===== src/rtl/dtlq_pkg.sv =====
// Shared types and constants for the drop-tail link queue.
package dtlq_pkg;

    localparam int SIZE_W     = 16;
    localparam int CAP_W      = 11;
    localparam int SPEED_W    = 7;
    localparam int CFG_W      = 11;
    localparam int CFG_IDX_W  = 1;
    localparam int COUNT_W    = 32;
    localparam int WAIT_W     = 48;
    localparam int FILL_W     = 11;
    localparam int DIVIDEND_W = SIZE_W + 3;
    localparam int LIMIT_W    = 20;

    localparam logic [CAP_W-1:0]     CAP_RESET   = 11'd100;
    localparam logic [SPEED_W-1:0]   SPEED_RESET = 7'd11;
    localparam logic [WAIT_W-1:0]    WAIT_MAX    = 48'hFFFF_FFFF_FFFF;
    localparam logic [COUNT_W-1:0]   COUNT_MAX   = 32'hFFFF_FFFF;

    localparam logic [CFG_IDX_W-1:0] REG_CAPACITY = 1'b0;
    localparam logic [CFG_IDX_W-1:0] REG_SPEED    = 1'b1;

    typedef struct packed {
        logic              arrival_valid;
        logic [SIZE_W-1:0] packet_size;
    } item_t;

    typedef struct packed {
        logic               dropped_now;
        logic               delivered_now;
        logic [COUNT_W-1:0] arrived_total;
        logic [COUNT_W-1:0] delivered_total;
        logic [COUNT_W-1:0] dropped_total;
        logic [WAIT_W-1:0]  wait_sum;
        logic [FILL_W-1:0]  queue_fill;
        logic               link_busy;
    } result_t;

endpackage


===== src/rtl/dtlq_div.sv =====
// Restoring serial divider, one quotient bit per cycle, for the send length.
module dtlq_div
(
    input  logic                              clk,
    input  logic                              rst_n,
    input  logic                              start,
    input  logic [dtlq_pkg::DIVIDEND_W-1:0]   dividend,
    input  logic [dtlq_pkg::SPEED_W-1:0]      divisor,
    output logic                              done,
    output logic [dtlq_pkg::DIVIDEND_W-1:0]   quotient
);

    localparam int DW     = dtlq_pkg::DIVIDEND_W;
    localparam int VW     = dtlq_pkg::SPEED_W;
    localparam int STEP_W = $clog2(DW);

    logic              run_reg;
    logic              run_next;
    logic              done_reg;
    logic              done_next;
    logic [STEP_W-1:0] step_reg;
    logic [STEP_W-1:0] step_next;
    logic [DW-1:0]     quo_reg;
    logic [DW-1:0]     quo_next;
    logic [VW-1:0]     rem_reg;
    logic [VW-1:0]     rem_next;
    logic [VW-1:0]     div_reg;
    logic [VW-1:0]     div_next;

    logic [VW:0]       shifted;
    logic [VW:0]       diff;
    logic              fits;

    assign shifted = {rem_reg, quo_reg[DW-1]};
    assign fits    = shifted >= {1'b0, div_reg};
    assign diff    = shifted - {1'b0, div_reg};

    always_comb
    begin
        run_next  = run_reg;
        done_next = 1'b0;
        step_next = step_reg;
        quo_next  = quo_reg;
        rem_next  = rem_reg;
        div_next  = div_reg;
        if (start)
        begin
            run_next  = 1'b1;
            step_next = '0;
            quo_next  = dividend;
            rem_next  = '0;
            div_next  = divisor;
        end
        else if (run_reg)
        begin
            quo_next  = {quo_reg[DW-2:0], fits};
            rem_next  = fits ? diff[VW-1:0] : shifted[VW-1:0];
            step_next = step_reg + 1'b1;
            if (step_reg == STEP_W'(DW - 1))
            begin
                run_next  = 1'b0;
                done_next = 1'b1;
            end
        end
    end

    always_ff @(posedge clk or negedge rst_n)
    begin
        if (!rst_n)
        begin
            run_reg  <= 1'b0;
            done_reg <= 1'b0;
            step_reg <= '0;
        end
        else
        begin
            run_reg  <= run_next;
            done_reg <= done_next;
            step_reg <= step_next;
        end
    end

    always_ff @(posedge clk)
    begin
        quo_reg <= quo_next;
        rem_reg <= rem_next;
        div_reg <= div_next;
    end

    assign done     = done_reg;
    assign quotient = quo_reg;

endmodule


===== config.mk =====
export PLATFORM = sky130hd
export DESIGN_NAME = dtlq_div
export DESIGN_NICKNAME = d
export VERILOG_FILES = /design/src/rtl/dtlq_pkg.sv /design/src/rtl/dtlq_div.sv
export SDC_FILE = /design/constraint.sdc
export NUM_CORES = 1
export LEC_CHECK = 0
export ABC_CLOCK_PERIOD_IN_PS = 3600
export BUFFER_PORTS_ARGS = -buffer_cell sky130_fd_sc_hd__buf_4
export CAP_MARGIN = 5
export CORE_UTILIZATION = 35
export CTS_CLUSTER_DIAMETER = 40
export DETAILED_ROUTE_END_ITERATION = 7
export HOLD_SLACK_MARGIN = 0.03
export MAX_ROUTING_LAYER = met4
export RECOVER_POWER = 25
export SYNTH_ARGS = -nofsm -noshare
export SYNTH_HDL_FRONTEND = slang
export SYNTH_SLANG_ARGS = --single-unit

===== constraint.sdc =====
create_clock -name clk -period 3.6 [get_ports clk]
set_clock_uncertainty 0.2 [all_clocks]
set_input_delay 0.54 -clock clk [delete_from_list [all_inputs] [get_ports clk]]
set_output_delay 0.54 -clock clk [all_outputs]
set_load 0.005 [all_outputs]

# Word level (Yosys, flattened, before mapping)
# Cells that the tools add are included.
[word_totals]
reg_bits = 40
out_inout_bits = 20
word_cells = 22
[op_classes]
n_addsub = 2
magnitude_cmp = 1
eq_ne = 1
n_mux = 11
n_reduce_logical = 1
[ops]
columns = ["cell", "n"]
rows = [
  ["$mux W19", 2],
  ["$mux W5", 2],
  ["$ge A8 B7 Y1", 1],
  ["$mux W7", 1],
  ["$sub A7 B7 Y7", 1],
  ["$mux W1", 6],
  ["$add A5 B1 Y5 const B", 1],
  ["$eq A5 B5 Y1 const B", 1],
  ["$reduce_bool A2 Y1", 1],
]

# Depth between registers and ports, before layout
[logic_depth]
ltp_word = 4
mapped_depth = 9
ltp_nobuf = 7

# Worst setup path after synthesis
# OpenSTA, ideal clock, no wires.
[synth_path]
path_type = "reg-to-reg"
start = "register quo_reg[18] (netlist: quotient[18])"
end = "register rem_reg[0]"
setup_time_ns = 0.088
t_arrival_ns = 2.072
slack_ns = 1.240
stages_incl_launch_ff = 10
cell_sequence = "edfxtp_1 inv_1 ha_1 fa_1 nand2b_1 a211o_1 buf_6 and3_1 buf_6 a311oi_2"
[synth_via]
elab_chain_cells = 2
word_cells_on_any_way = 3
classes_between = "add/sub: 1; order compare: 1; mux: 1"
[synth_rtl]
columns = ["element", "line", "rtl"]
rows = [
  ["start, declared", "dtlq_div.sv:23", "logic [DW-1:0] quo_reg;"],
  ["start signal, assigned", "dtlq_div.sv:85", "quo_reg <= quo_next;"],
  ["$sub A7 B7 Y7 or $ge A8 B7 Y1 (tied branches)", "dtlq_div.sv:36, dtlq_div.sv:35", ""],
  ["$mux W7 *", "dtlq_div.sv:57", "rem_next = fits ? diff[VW-1:0] : shifted[VW-1:0];"],
  ["end signal, assigned", "dtlq_div.sv:86", "rem_reg <= rem_next;"],
  ["end, declared", "dtlq_div.sv:25", "logic [VW-1:0] rem_reg;"],
]
# Every way passes the cells marked *; elsewhere a longest branch is shown, timed or not.
# A chain may end at the register's enable or synchronous reset.

# Worst setup path after layout
[layout_path]
start = "register quo_reg[18] (netlist: quotient[18])"
end = "register rem_reg[2]"
# Same word-level chain as after synthesis.

==> summary.txt <==
CTS
  – Clock sink count: 40
  – TritonCTS buffer count: 5
  – CTS root buffer: clkbuf_8
  – Total setup buffers inserted after CTS: 0
  – Gates resized, CTS repair: 0
  – H-tree level count: 2
  – Longest Clk Path Bufs: 2
  – CTS tree: yes
  – Worst skew pair latency: 300 ps
  – Clock-pin slew on the worst setup and hold paths: 90 ps

Logic synthesis
  – Synth Instances: 180
  – Synthesized net count: 219
  – Ys async rst share: 0.1750
  – Sequential area share after synthesis: 0.5081
  – Netlist cell types: 47
  – Average cell area after synthesis: 11.98 um^2
  – Area of the mapped netlist: 0.002157 mm^2
  – Register bit count reported by yosys: 40
  – Post-synth EDFFs: 26
  – Main synth FF type: edfxtp_1
  – Synth area leaders: edfxtp_1, mux2_2, dfrtp_1
  – Area share of the largest cell type after synthesis: 0.3619
  – Synth Warn #: 0
  – Leading area contributor after synthesis: edfxtp_1

Setup path
  – Critical-path top delay cell: fa_1
  – CP max stage delay: 400 ps
  – CP max FO: 9
  – Reg2reg start: quotient[18]
  – Flop-to-flop setup slack: 1100 ps
  – R2R Path End: rem_reg[2]
  – Setup crit end: rem_reg[2]
  – Setup CP Type: register to register
  – CP startpoint: quotient[18]
  – Critical path startpoint category: register
  – Worst EP arrival: 2500 ps
  – Critical Path Sink Type: register
  – Worst path cell trace: inv_1, ha_1, fa_1, nand2b_1, a211o_1, and3_1, a311oi_2
  – Required @ worst endpoint: 3600 ps
  – R2R depth: 7

Die
  – Die outline area: 0.006481 mm^2
  – Ports: 49
  – Die Width: 80.51 um
  – CORE AREA: 0.005921 mm^2
  – Initial core utilization: 0.3643
  – Die height: 80.51 um
  – # rows: 28

Detailed routing
  – Post-Route WL: 4146 um
  – Iteration-0 DRC Markers: 101
  – Drt first pass iters: 4
  – Post-route DRC: 0
  – Via density per instance: 5.003
  – WL/cell: 13.64 um
  – Post-route ant nets: 0
  – Vias: 1521

Timing
  – TNS Setup: 0 ps
  – Fin. max-slew vios: 0
  – Max Freq: 400.7 MHz
  – Worst slew pin tran: 1093 ps
  – Worst slew margin: 0.2714
  – Worst Hold Slack: 234.6 ps
  – Period utilisation layout: 0.6933
  – Final setup viols: 0
  – Hold Vio Cnt, Final: 0
  – Tmin final: 2496 ps
  – RSZ-0062 raised after global routing: false

Flow run
  – Max-cap viol count: 0

Final layout
  – Layout Nets: 267
  – Commonest cells after routing, fill and taps aside: buf_4, edfxtp_1, mux2_2
  – Layout cells sized above 1: 0.3624
  – Max reg flops: 19
  – Post-route cell area: 0.002680 mm^2
  – P&R area growth vs syn: 24.25%
  – Layout Utilization: 0.4527
  – FILL cells: 546
  – ANT cells: 0
  – Commonest non-fill, non-tap cell in the layout: buf_4

Placement
  – Dpl hpwl: 2888 um
  – Routability cong.: 0.7613
  – Port bufs: 48
  – Post-DP Area: 0.002566 mm^2

Pwr
  – Maximum vdd drop: 0.0002316 V
  – Power Dens Cells: 586.4 mW/mm^2
  – Leak Pwr: 0.001142 uW

Global routing
  – Gr ovfl total: 0
  – Vias in the first global route: 1500
  – Antenna violations before repair: 0
  – Total GRT Usage: 0.1459
  – Pin count of the biggest net entering global routing: 48
  – First-pass GRT wire length: 6955 um

Hold path
  – Hold Crit Class: input port to register

Run status
  – Status: complete, no violations
stage by stage:
stage | std cells | setup WS (ps) | power, uW
4_1_cts | 304 | 1088 | 1591
5_1_grt | 304 | 947.7 | 1681
3_5_place_dp | 295 | 1142 | 1211
2_1_floorplan | 180 | 1240 | 1070
6_report | 304 | 1104 | 1572
3_3_place_gp | 295 | 1198 | 1209
routing by layer:
metal | GRT usage | vias to the layer above | part of all wire
met1 | 0.1888 | 717 | 0.47
met4 | 0.03750 | 0 | 0.011
met2 | 0.2229 | 43 | 0.46
li1 | - | 756 | -
met3 | 0.04318 | 5 | 0.059
met5 | - | - | 0
area by class of cell:
cell class | count | area (um^2) | area share
Sequential cell | 40 | 1096 | 0.4090
Clock buffer | 5 | 68.82 | 0.02568
Inverter | 14 | 52.55 | 0.01961
Tap cell | 75 | 93.84 | 0.03501
Multi-Input combinational cell | 117 | 955.9 | 0.3567
Clock inverter | 3 | 42.54 | 0.01587
Timing Repair Buffer | 50 | 370.4 | 0.1382
worst min-delay path by stage:
stage	cells past startpoint	from	slack, ps	endpoint
floorplan	0	rst_n	40	done
global placement	1	rst_n	160	step_reg[0]
global route	1	divisor[4]	230	div_reg[4]
CTS	1	divisor[4]	200	div_reg[4]
detailed placement	1	rst_n	160	step_reg[0]
finish	1	divisor[4]	230	div_reg[4]
timing repair:
item / CTS / global route
endpoints found under the setup margin: 0 / 0
hold endpoints to repair: 7 / 0
hold buffers: 1 / 0
where the power goes:
part           internal (uW)  switching, uW
registers                571           55.8
logic                    288            284
clock network            205            166
total                   1070            506
cells by family (layout without fill, tap and decap cells):
family                     Yosys count  after routing  share of synthesized area
DFF                                 40             40                     0.5081
xor gates and xnor gates             6              6                    0.02437
AOI/OAI and AO/OA                   33             33                     0.1299
buffers and inverters               23             72                    0.04872
adders and majority gates           10             10                    0.06149
and+or+nand+nor                     48             48                     0.1241
muxes                               20             20                     0.1032
cells in the mapped netlist (all sizes together), types with 5 or more instances:
| library cell | count |
|---|---|
| clkbuf | 5 |
| dfrtp | 7 |
| dfxtp | 7 |
| edfxtp | 26 |
| ha | 9 |
| inv | 14 |
| mux2 | 18 |
| nand2 | 7 |
| nor2 | 13 |
| nor3b | 6 |
| o21ai | 5 |
critical path: cells and delay by family (launching register included):
family	cells	cell delay, ps
adders and majority gates	2	630
AOI/OAI and AO/OA	2	660
buffers and inverters	1	70
DFF	1	350
and+or+nand+nor	2	500
Power figures use the tool's default switching activity.
